--- config.mk ---
export PLATFORM = sky130hd
export DESIGN_NAME = line_rasterizer_top
export DESIGN_NICKNAME = d
export VERILOG_FILES = /design/src/rtl/core/lrast_pkg.sv /design/src/rtl/core/line_rasterizer_top.sv /design/src/rtl/core/lrast_front.sv /design/src/rtl/core/lrast_queue.sv /design/src/rtl/core/lrast_back.sv
export SDC_FILE = /design/constraint.sdc
export NUM_CORES = 1
export LEC_CHECK = 0
export BUFFER_PORTS_ARGS = -buffer_cell sky130_fd_sc_hd__buf_4
export CAP_MARGIN = 30
export CORE_UTILIZATION = 45
export CTS_CLUSTER_SIZE = 24
export DETAILED_ROUTE_END_ITERATION = 7
export GPL_ROUTABILITY_DRIVEN = 0
export HOLD_SLACK_MARGIN = 0.15
export PLACE_DENSITY_LB_ADDON = 0.1
export RECOVER_POWER = 25
export SLEW_MARGIN = 20
export SYNTH_ARGS = -nofsm -noshare
export SYNTH_HDL_FRONTEND = slang
export SYNTH_SLANG_ARGS = --single-unit
--- constraint.sdc ---
create_clock -name clk -period 2.97 [get_ports clk]
set_input_delay 0.1485 -clock clk [delete_from_list [all_inputs] [get_ports clk]]
set_output_delay 0.1485 -clock clk [all_outputs]
set_load 0.01 [all_outputs]
--- src/rtl/core/lrast_pkg.sv ---
package lrast_pkg;

    // coordinate width of every input and output field
    localparam int COORD_BITS = 6;

    // signed difference of two coordinates
    localparam int DELTA_W = COORD_BITS + 1;
    // error term: holds 2*minor - 2*major .. 2*minor with a sign
    localparam int ERR_W = COORD_BITS + 3;
    // pixel count of one segment, at most 2^COORD_BITS - 1
    localparam int CNT_W = COORD_BITS;

    // stream payload widths, padded to whole bytes
    localparam int IN_DATA_W  = ((4 * COORD_BITS + 7) / 8) * 8;
    localparam int OUT_DATA_W = ((2 * COORD_BITS + 7) / 8) * 8;

    // segment queue between front and back
    localparam int QUEUE_DEPTH = 2;
    localparam int QPTR_W = (QUEUE_DEPTH > 1) ? $clog2(QUEUE_DEPTH) : 1;
    localparam int QCNT_W = $clog2(QUEUE_DEPTH + 1);

    // one classified segment, ready to walk
    typedef struct packed {
        logic [COORD_BITS-1:0] x_start;
        logic [COORD_BITS-1:0] y_start;
        logic [CNT_W-1:0]      abs_major;
        logic [CNT_W-1:0]      abs_minor;
        logic                  x_major;
        logic                  step_neg_x;
        logic                  step_neg_y;
        logic [ERR_W-1:0]      err_init;
    } seg_job_t;

    typedef struct packed {
        logic [QCNT_W-1:0] count;
        logic              full;
        logic              empty;
    } q_status_t;

    typedef struct packed {
        logic             busy;
        logic [CNT_W-1:0] remaining;
    } walk_status_t;

    typedef enum logic [0:0] {
        WALK_IDLE,
        WALK_RUN
    } walk_state_t;

endpackage

--- src/rtl/core/line_rasterizer_top.sv ---
// Bresenham line rasterizer: each input beat is one segment (start and end
// point, signed), and the block streams out the pixels of that segment, one
// pixel per output beat, from the start point up to but not including the end
// point, |major delta| pixels in all, with tlast on the final one. The major
// axis is the one with the larger absolute delta, y on a tie. A zero-length
// segment produces no output at all. The pixel walker loads each segment in an
// idle state before it walks it, and it emits at most one pixel per cycle,
// fewer while the output is stalled; that sets the throughput. Segments are
// classified on arrival and parked in a two-entry queue, so the input keeps
// taking segments while the walker is still busy, until the queue is full,
// and a registered output stage holds a pixel during backpressure.
module line_rasterizer_top
(
    input  logic                             clk,
    input  logic                             rst_n,

    input  logic                             s_axis_tvalid,
    output logic                             s_axis_tready,
    // x_start, y_start, x_end, y_end from bit 0 up
    input  logic [lrast_pkg::IN_DATA_W-1:0]  s_axis_tdata,

    output logic                             m_axis_tvalid,
    input  logic                             m_axis_tready,
    // pixel_x, pixel_y from bit 0 up, zero padded
    output logic [lrast_pkg::OUT_DATA_W-1:0] m_axis_tdata,
    output logic                             m_axis_tlast
);

    localparam int CB = lrast_pkg::COORD_BITS;

    // unpacked segment fields
    logic [CB-1:0] x_start;
    logic [CB-1:0] y_start;
    logic [CB-1:0] x_end;
    logic [CB-1:0] y_end;

    lrast_pkg::seg_job_t     push_job;
    lrast_pkg::seg_job_t     head_job;
    lrast_pkg::q_status_t    q_stat;
    lrast_pkg::walk_status_t walk_stat;
    logic                    push;
    logic                    pop;
    logic [CB-1:0]           pixel_x;
    logic [CB-1:0]           pixel_y;

    assign x_start = s_axis_tdata[CB-1:0];
    assign y_start = s_axis_tdata[2*CB-1:CB];
    assign x_end   = s_axis_tdata[3*CB-1:2*CB];
    assign y_end   = s_axis_tdata[4*CB-1:3*CB];

    // front: deltas, axis choice, step signs, initial error term
    lrast_front u_front
    (
        .x_start   (x_start),
        .y_start   (y_start),
        .x_end     (x_end),
        .y_end     (y_end),
        .seg_valid (s_axis_tvalid),
        .seg_ready (s_axis_tready),
        .q_stat    (q_stat),
        .push      (push),
        .job       (push_job)
    );

    // classified segments waiting for the walker
    lrast_queue u_queue
    (
        .clk      (clk),
        .rst_n    (rst_n),
        .push     (push),
        .push_job (push_job),
        .pop      (pop),
        .head_job (head_job),
        .q_stat   (q_stat)
    );

    // back: one pixel per cycle through the error-term loop while the output is not stalled
    lrast_back u_back
    (
        .clk       (clk),
        .rst_n     (rst_n),
        .head_job  (head_job),
        .q_stat    (q_stat),
        .pop       (pop),
        .pix_valid (m_axis_tvalid),
        .pix_ready (m_axis_tready),
        .pixel_x   (pixel_x),
        .pixel_y   (pixel_y),
        .pix_last  (m_axis_tlast),
        .walk_stat (walk_stat)
    );

    assign m_axis_tdata = {{(lrast_pkg::OUT_DATA_W - 2*CB){1'b0}}, pixel_y, pixel_x};

`ifndef SYNTHESIS
    // queue occupancy never exceeds its depth
    a_queue_bound: assert property (@(posedge clk) disable iff (!rst_n)
        q_stat.count <= lrast_pkg::QCNT_W'(lrast_pkg::QUEUE_DEPTH))
        else $error("segment queue overfilled");

    // a zero-length segment never reaches the queue
    a_zero_drop: assert property (@(posedge clk) disable iff (!rst_n)
        (s_axis_tvalid && s_axis_tready && x_start == x_end && y_start == y_end)
        |-> !push)
        else $error("zero-length segment queued");

    // the walker never runs with nothing left to emit
    a_walk_count: assert property (@(posedge clk) disable iff (!rst_n)
        walk_stat.busy |-> (walk_stat.remaining != '0))
        else $error("walker busy with zero pixels left");

    // the final pixel of a run returns the walker to idle
    a_last_idle: assert property (@(posedge clk) disable iff (!rst_n)
        (walk_stat.busy && walk_stat.remaining == lrast_pkg::CNT_W'(1)
         && (!m_axis_tvalid || m_axis_tready))
        |=> (!walk_stat.busy && m_axis_tvalid && m_axis_tlast))
        else $error("walker did not finish on last pixel");
`endif

endmodule

--- src/rtl/core/lrast_front.sv ---
module lrast_front
(
    input  logic [lrast_pkg::COORD_BITS-1:0] x_start,
    input  logic [lrast_pkg::COORD_BITS-1:0] y_start,
    input  logic [lrast_pkg::COORD_BITS-1:0] x_end,
    input  logic [lrast_pkg::COORD_BITS-1:0] y_end,
    input  logic                             seg_valid,
    output logic                             seg_ready,
    input  lrast_pkg::q_status_t             q_stat,
    output logic                             push,
    output lrast_pkg::seg_job_t              job
);

    localparam int CB = lrast_pkg::COORD_BITS;
    localparam int DW = lrast_pkg::DELTA_W;

    logic [DW-1:0] dx;
    logic [DW-1:0] dy;
    logic [DW-1:0] adx_full;
    logic [DW-1:0] ady_full;
    logic [CB-1:0] adx;
    logic [CB-1:0] ady;
    logic          x_major;
    logic [CB-1:0] major;
    logic [CB-1:0] minor;

    // sign-extended deltas
    assign dx = {x_end[CB-1], x_end} - {x_start[CB-1], x_start};
    assign dy = {y_end[CB-1], y_end} - {y_start[CB-1], y_start};

    assign adx_full = dx[DW-1] ? (~dx + DW'(1)) : dx;
    assign ady_full = dy[DW-1] ? (~dy + DW'(1)) : dy;
    assign adx = adx_full[CB-1:0];
    assign ady = ady_full[CB-1:0];

    // ties go to y
    assign x_major = adx > ady;
    assign major   = x_major ? adx : ady;
    assign minor   = x_major ? ady : adx;

    assign seg_ready = !q_stat.full;

    // zero-length segments are dropped here
    assign push = seg_valid && seg_ready && (major != '0);

    always_comb
    begin
        job.x_start    = x_start;
        job.y_start    = y_start;
        job.abs_major  = major;
        job.abs_minor  = minor;
        job.x_major    = x_major;
        job.step_neg_x = dx[DW-1];
        job.step_neg_y = dy[DW-1];
        job.err_init   = {2'b00, minor, 1'b0} - {3'b000, major};
    end

endmodule

--- src/rtl/core/lrast_queue.sv ---
module lrast_queue
(
    input  logic                 clk,
    input  logic                 rst_n,
    input  logic                 push,
    input  lrast_pkg::seg_job_t  push_job,
    input  logic                 pop,
    output lrast_pkg::seg_job_t  head_job,
    output lrast_pkg::q_status_t q_stat
);

    localparam int DEPTH = lrast_pkg::QUEUE_DEPTH;
    localparam int PW    = lrast_pkg::QPTR_W;
    localparam int CW    = lrast_pkg::QCNT_W;

    lrast_pkg::seg_job_t slot_reg [DEPTH];

    logic [PW-1:0] wr_ptr_reg;
    logic [PW-1:0] wr_ptr_next;
    logic [PW-1:0] rd_ptr_reg;
    logic [PW-1:0] rd_ptr_next;
    logic [CW-1:0] count_reg;
    logic [CW-1:0] count_next;
    logic          do_push;
    logic          do_pop;

    assign do_push = push && (count_reg != CW'(DEPTH));
    assign do_pop  = pop && (count_reg != '0);

    always_comb
    begin
        wr_ptr_next = wr_ptr_reg;
        rd_ptr_next = rd_ptr_reg;
        count_next  = count_reg;
        if (do_push)
        begin
            wr_ptr_next = (wr_ptr_reg == PW'(DEPTH - 1)) ? '0 : wr_ptr_reg + PW'(1);
        end
        if (do_pop)
        begin
            rd_ptr_next = (rd_ptr_reg == PW'(DEPTH - 1)) ? '0 : rd_ptr_reg + PW'(1);
        end
        if (do_push && !do_pop)
        begin
            count_next = count_reg + CW'(1);
        end
        else if (!do_push && do_pop)
        begin
            count_next = count_reg - CW'(1);
        end
    end

    always_ff @(posedge clk or negedge rst_n)
    begin
        if (!rst_n)
        begin
            wr_ptr_reg <= '0;
            rd_ptr_reg <= '0;
            count_reg  <= '0;
        end
        else
        begin
            wr_ptr_reg <= wr_ptr_next;
            rd_ptr_reg <= rd_ptr_next;
            count_reg  <= count_next;
        end
    end

    always_ff @(posedge clk)
    begin
        if (do_push)
        begin
            slot_reg[wr_ptr_reg] <= push_job;
        end
    end

    assign head_job = slot_reg[rd_ptr_reg];

    always_comb
    begin
        q_stat.count = count_reg;
        q_stat.full  = (count_reg == CW'(DEPTH));
        q_stat.empty = (count_reg == '0);
    end

endmodule

--- src/rtl/core/lrast_back.sv ---
module lrast_back
(
    input  logic                                clk,
    input  logic                                rst_n,
    input  lrast_pkg::seg_job_t                 head_job,
    input  lrast_pkg::q_status_t                q_stat,
    output logic                                pop,
    output logic                                pix_valid,
    input  logic                                pix_ready,
    output logic [lrast_pkg::COORD_BITS-1:0]    pixel_x,
    output logic [lrast_pkg::COORD_BITS-1:0]    pixel_y,
    output logic                                pix_last,
    output lrast_pkg::walk_status_t             walk_stat
);

    localparam int CB = lrast_pkg::COORD_BITS;
    localparam int EW = lrast_pkg::ERR_W;
    localparam int NW = lrast_pkg::CNT_W;

    lrast_pkg::walk_state_t state_reg;
    lrast_pkg::walk_state_t state_next;

    logic [CB-1:0] cur_x_reg;
    logic [CB-1:0] cur_y_reg;
    logic [EW-1:0] err_reg;
    logic [EW-1:0] inc_lo_reg;
    logic [EW-1:0] inc_hi_reg;
    logic [NW-1:0] remaining_reg;
    logic          x_major_reg;
    logic          step_neg_x_reg;
    logic          step_neg_y_reg;

    logic          out_valid_reg;
    logic          out_valid_next;
    logic [CB-1:0] out_x_reg;
    logic [CB-1:0] out_y_reg;
    logic          out_last_reg;

    logic          emit;
    logic          err_neg;
    logic          step_x;
    logic          step_y;
    logic [CB-1:0] delta_x;
    logic [CB-1:0] delta_y;
    logic          final_pix;

    assign err_neg   = err_reg[EW-1];
    assign final_pix = (remaining_reg == NW'(1));
    assign step_x    = x_major_reg || !err_neg;
    assign step_y    = !x_major_reg || !err_neg;
    assign delta_x   = step_neg_x_reg ? '1 : CB'(1);
    assign delta_y   = step_neg_y_reg ? '1 : CB'(1);

    // next state
    always_comb
    begin
        state_next = state_reg;
        case (state_reg)
            lrast_pkg::WALK_IDLE:
            begin
                if (!q_stat.empty)
                begin
                    state_next = lrast_pkg::WALK_RUN;
                end
            end
            lrast_pkg::WALK_RUN:
            begin
                if (emit && final_pix)
                begin
                    state_next = lrast_pkg::WALK_IDLE;
                end
            end
            default:
            begin
                state_next = lrast_pkg::WALK_IDLE;
            end
        endcase
    end

    // control outputs
    always_comb
    begin
        pop  = 1'b0;
        emit = 1'b0;
        case (state_reg)
            lrast_pkg::WALK_IDLE:
            begin
                pop = !q_stat.empty;
            end
            lrast_pkg::WALK_RUN:
            begin
                emit = !out_valid_reg || pix_ready;
            end
            default:
            begin
                pop  = 1'b0;
                emit = 1'b0;
            end
        endcase
    end

    assign out_valid_next = emit || (out_valid_reg && !pix_ready);

    always_ff @(posedge clk or negedge rst_n)
    begin
        if (!rst_n)
        begin
            state_reg     <= lrast_pkg::WALK_IDLE;
            out_valid_reg <= 1'b0;
            remaining_reg <= '0;
        end
        else
        begin
            state_reg     <= state_next;
            out_valid_reg <= out_valid_next;
            if (pop)
            begin
                remaining_reg <= head_job.abs_major;
            end
            else if (emit)
            begin
                remaining_reg <= remaining_reg - NW'(1);
            end
        end
    end

    always_ff @(posedge clk)
    begin
        if (pop)
        begin
            cur_x_reg      <= head_job.x_start;
            cur_y_reg      <= head_job.y_start;
            err_reg        <= head_job.err_init;
            inc_lo_reg     <= {2'b00, head_job.abs_minor, 1'b0};
            inc_hi_reg     <= {2'b00, head_job.abs_minor, 1'b0}
                            - {2'b00, head_job.abs_major, 1'b0};
            x_major_reg    <= head_job.x_major;
            step_neg_x_reg <= head_job.step_neg_x;
            step_neg_y_reg <= head_job.step_neg_y;
        end
        else if (emit)
        begin
            err_reg <= err_reg + (err_neg ? inc_lo_reg : inc_hi_reg);
            if (step_x)
            begin
                cur_x_reg <= cur_x_reg + delta_x;
            end
            if (step_y)
            begin
                cur_y_reg <= cur_y_reg + delta_y;
            end
        end
        if (emit)
        begin
            out_x_reg    <= cur_x_reg;
            out_y_reg    <= cur_y_reg;
            out_last_reg <= final_pix;
        end
    end

    assign pix_valid = out_valid_reg;
    assign pixel_x   = out_x_reg;
    assign pixel_y   = out_y_reg;
    assign pix_last  = out_last_reg;

    always_comb
    begin
        walk_stat.busy      = (state_reg == lrast_pkg::WALK_RUN);
        walk_stat.remaining = remaining_reg;
    end

endmodule
======== Word level (Yosys, flattened, before mapping) ========
Memory sizes are Yosys's and may differ from the RTL's.
Index checks and enable logic that the tools add are counted.
Widths: inputs -> output; s select.
word-level totals
  bits in writable memories ............... 72
  flip-flop bits (word level) ............. 64
  memories kept ........................... 1
  output and inout port bits .............. 19
  input port bits ......................... 28
  word-level logic and storage cells ...... 96
cells by class
  bitwise operators ....................... 3
  reductions and logical operators ........ 29
  add/sub/neg operators ................... 14
  equal/unequal tests ..................... 3
  multiplexer cells ....................... 28
  magnitude comparators ................... 1
memories
  name              depth  bits a word  rd ports  clocked after Yosys merged registers in  wr ports  line               RTL
  u_queue.slot_reg  2      36           1         0                                        1         lrast_queue.sv:16  lrast_pkg::seg_job_t slot_reg [DEPTH];
operators by type and width
  kind                 number
  $mux 6               14
  $mux 9               3
  $sub 6x6->7          2
  $add 6x1->6 const B  2
  $add 6x6->6          2
  $not 6->6            2
  $reduce_bool 2->1    5
  $add 9x9->9          1
  $logic_and 1x1->1    8
  $logic_not 1->1      8
  $mux 1               8
  $sub 7x6->8          1
  $sub 7x7->8          1
  $eq 6x1->1 const B   1
  $gt 6x6->1           1
  $reduce_bool 6->1    1
  $sub 6x1->6 const B  1
  $logic_or 1x1->1     4
  $mux 2               2
  $reduce_and 2->1     2
  $add 1x1->1 const B  2
  $add 2x1->2 const B  1
  $eq 2x2->1 const B   1
  $logic_not 2->1      1
  other kinds (4)      4

======== Longest topological paths before layout ========
  word-level depth ........................ 13
  depth in mapped cells ................... 27

======== Hierarchy ========
From an unflattened synthesis, not the netlist that was laid out.
second synthesis, totals
  cells, all modules ...................... 634
  area, all modules ....................... 7782.5 um^2
modules (own cells, without submodules)
  module               times used  cells each  area each (um^2)  sequential area each (um^2)
  lrast_back           1           284         3236.9            1671.6
  lrast_queue          1           131         2944.1            2262.2
  lrast_front          1           214         1567.8            0.0
  line_rasterizer_top  1           5           33.8              0.0

======== Worst setup path after synthesis ========
No wires, ideal clock.
  path kind ............................... input-to-reg
  start ................................... input port s_axis_tdata[18] (netlist name)
  end ..................................... memory u_queue.slot_reg[0][5] (netlist name), data pin
  required time ........................... 2.708 ns
  arrival ................................. 4.884 ns
  setup time .............................. 0.262 ns
  setup slack ............................. -2.176 ns
  stages .................................. 25
  cell sequence ........................... inv_1 -> ha_1 -> fa_1 -> nand2b_1 -> a211oi_1 -> o22ai_2 -> nor2b_1 -> xnor2_1 -> ha_1 -> nand3_1 -> o22ai_1 -> a21oi_1 -> or2b_1 -> mux2i_1 -> o21a_1 -> buf_2 -> buf_2 -> nor2_1 -> a21oi_1 -> ha_1 -> and3_2 -> o211ai_2 -> or3b_4 -> a31oi_4 -> xnor2_1
RTL lines
  what                line                       RTL
  start: declaration  line_rasterizer_top.sv:20  input logic [lrast_pkg::IN_DATA_W-1:0] s_axis_tdata,
  end: declaration    lrast_queue.sv:16

==> results.py <==
metrics = {
    "sta": {
        "fin_setup_tns_ns": -47.86,
        "period_needed_ns": 4.35,
        "worst_pin_slew_ns": 0.854,
        "skew_ns": 0.00692,
        "hold_viol_final": 0,
        "maxSlewViolCount": 0,
        "maxSlewHeadroom": 0.425,
        "grt_setup_unrepaired": "true",
        "max_freq_mhz": 230,
        "setup_viol": 107,
        "period_share": 1.46,
        "final.setup.worst_slack_ns": -1.38,
    },
    "yosys": {
        "ys_ff_latch": 129,
        "yosys.area.top_type": "edfxtp_1",
        "synthTopCellsByCount": "edfxtp_1, inv_1, ha_1",
        "synth_xor_area_frac": 0.0615,
        "yosys_most_used_dff": "edfxtp_1",
        "muxShareOfSynthArea": 0.0656,
        "syn_inst": 571,
        "async_flop_share": 0.0930,
        "synthSimpleGateAreaFrac": 0.0718,
        "synth_compound_area_frac": 0.109,
        "synth_edf_count": 117,
        "synthTopCellsByArea": "edfxtp_1, ha_1, dfrtp_1",
        "synth.most_common_cell": "edfxtp_1",
        "syn_area_per_cell_um2": 12.3,
        "synth_top_family_by_area": "compound AO/OA/AOI/OAI gates",
        "synth.distinct_cells": 57,
        "synthAdderAreaFrac": 0.105,
        "synth_warnings": 0,
        "synth_top_area_share": 0.499,
        "syn-cell-area_mm2": 0.00704,
        "synth-seq-area-share": 0.542,
    },
    "worst_setup_path": {
        "crit_required_ns": 3.14,
        "cp-start-kind": "input pin",
        "rr_worst_depth": 11,
        "critical_path.max_fanout": 7,
        "end_kind": "register",
        "r2r_start": "u_back.err_reg[8]",
        "crit_chain": "buf_8 -> inv_12 -> ha_4 -> fa_2 -> nand2b_4 -> a211oi_4 -> o22ai_4 -> nor2b_4 -> xnor2_2 -> ha_1 -> o211ai_1 -> a21oi_2 -> or2b_1 -> mux2i_2 -> o21a_1 -> buf_12 -> mux2_4 -> ha_4 -> and3_4 -> o211ai_2 -> or3b_4 -> a31oi_4 -> xnor2_2",
        "r2r_setup_slack_ns": 0.25,
        "worstReg2RegEnd": "u_back.err_reg[8]",
        "critical_path.slowest_cell": "or3b_4",
        "worstPathArrival_ns": 4.52,
        "critPathMaxStageDelay_ns": 0.41,
        "critical_path_class": "in -> reg",
    },
    "global_route": {
        "antenna_found_initial": 0,
        "grt_pass1_vias": 4979,
        "grt.busiest_layer": "met2",
        "grt_util_met1": 0.258,
        "grt_pass1_wl_um": 24300,
        "grt-ovfl-total": 0,
        "grt_start_max_net_pins": 23,
        "grtUsageMet3": 0.0306,
        "track_usage": 0.198,
        "use_met2": 0.333,
    },
    "floorplanning": {
        "initial_core_util": 0.462,
        "placementRows": 45,
        "die_h_um": 127,
        "dieArea_mm2": 0.0162,
        "die_w_um": 127,
        "core_mm2": 0.0153,
        "ioPinCount": 47,
    },
    "outcome": {
        "violations": "setup timing",
        "outcome": "finished, violations left",
    },
    "clock_tree": {
        "cts_root_buf": "clkbuf_16",
        "clkTransAtPathRegs_ns": 0.06,
        "htreeDepth": 4,
        "cts_tree": "yes",
        "cts_inserted_buffers": 17,
        "clk_path_buf_depth": 2,
        "clk_latency_ns": 0.41,
        "clock-sinks": 129,
    },
    "power_and_ir_drop": {
        "switching_share": 0.351,
        "p_clk_frac": 0.169,
        "power_density_mw_per_mm2": 1180,
        "switchingPower_mw": 4.07,
        "p_leak_nw": 4.08,
        "ir_drop_mv": 0.573,
        "pwr-share-seq": 0.295,
        "combPwrFrac": 0.536,
        "p_int_mw": 7.52,
        "finalPower_mw": 11.6,
    },
    "cells_and_area": {
        "nNetsFinal": 844,
        "final_core_util": 0.645,
        "n_antenna_cell": 0,
        "drive_above_1_share": 0.376,
        "syn_to_final_growth_pct": 39.8,
        "largest_reg_flops": 68,
    },
    "drt": {
        "via_per_inst": 4.92,
        "vias": 4845,
        "drt.antenna.violating_nets": 0,
        "dr.pass1.iters": 4,
        "drt-total-wl_um": 15200,
        "drc_errors": 0,
        "routedWlPerCell_um": 15.4,
        "drtIter0Drc": 212,
    },
    "place": {
        "place_ws_ns": -2.00,
        "dpl.hpwl_um": 10900,
        "port_buffers": 42,
    },
    "min_path": {
        "hold-path-endpoint": "u_queue.wr_ptr_reg",
        "hp-class": "in -> reg",
        "hold_depth": 6,
        "min_from": "s_axis_tvalid",
    },
    "flow_run": {
        "drv_cap": 0,
    },
}
[cell usage in the layout (no fill, tap or decap), drive strengths merged, types with 19 or more instances in the layout]
master    n
xnor2    26
inv      63
clkbuf   46
nand2    21
buf     140
mux2i    27
xor2     19
a21oi    48
edfxtp  117
ha       48
nor2     34
[metal layers]
metal | vias to the layer above | share of wire
met1 | 2319 | 0.46
met3 | 26 | 0.025
met4 | 0 | 0.021
met5 | - | 0
li1 | 2424 | -
met2 | 76 | 0.49
[logic make-up after synthesis]
logic type / count (synthesis)
adders and majority gates: 55
and+or+nand+nor: 101
DFF: 129
xor gates and xnor gates: 46
muxes: 44
AOI/OAI and AO/OA: 116
other: 1
buffers and inverters: 79
[layout make-up]
class | count | area (um2)
clock inverters | 15 | 145
multi-input cells | 366 | 3400
fillers | 1129 | 5420
repair buffers | 184 | 1540
well taps | 211 | 264
clock buffers | 17 | 425
flip-flops and latches | 129 | 3810
inverters | 63 | 262
[through the flow]
step                      instance area (um2)  hold WS (ns)  std cells
after floorplan                          7390        -0.147        574
after global placement                   8690      -0.00376        913
after detailed placement                 8690       0.00206        913
after CTS                                9760         0.388        979
after global routing                     9840         0.425        985
final                                    9840         0.403        985
[how the worst max path moves through the flow]
stage / start / end / slack, ns / depth (start not counted)
2_1_floorplan: s_axis_tdata[12] / u_queue.slot_reg[0][5] / -1.72 / 23
3_3_place_gp: s_axis_tdata[12] / u_queue.slot_reg[0][5] / -1.85 / 24
4_1_cts: s_axis_tdata[18] / u_queue.slot_reg[0][5] / -1.33 / 24
5_1_grt: s_axis_tdata[2] / u_queue.slot_reg[0][5] / -1.54 / 23
3_5_place_dp: s_axis_tdata[12] / u_queue.slot_reg[1][5] / -2.00 / 24
6_report: s_axis_tdata[18] / u_queue.slot_reg[0][5] / -1.38 / 23
[critical path: cells and delay by family]
family,cells,cell delay [ns]
buf+inv,3,0.26
xor+xnor,2,0.22
mux,2,0.49
simple gates,5,1.15
compound gates,7,1.16
fa+ha+maj,4,1.09
[power groups by stage]
stage | logic, mW | registers [mW] | clock network (mW)
3_5_place_dp | 5.26 | 3.46 | 0
4_1_cts | 5.92 | 3.43 | 2.00
5_1_grt | 6.76 | 3.49 | 2.06
6_report | 6.21 | 3.42 | 1.96
3_3_place_gp | 5.09 | 3.43 | 0
2_1_floorplan | 3.56 | 3.37 | 0
[what timing repair did]
action	in CTS	in global routing
pin swaps	22	8
resized for setup	46	29
setup buffers	18	9
setup endpoints to repair	107	107
hold endpoints to repair	37	0
gates cloned	2	1
hold buffers	15	0
(Power assumes the default switching activity.)
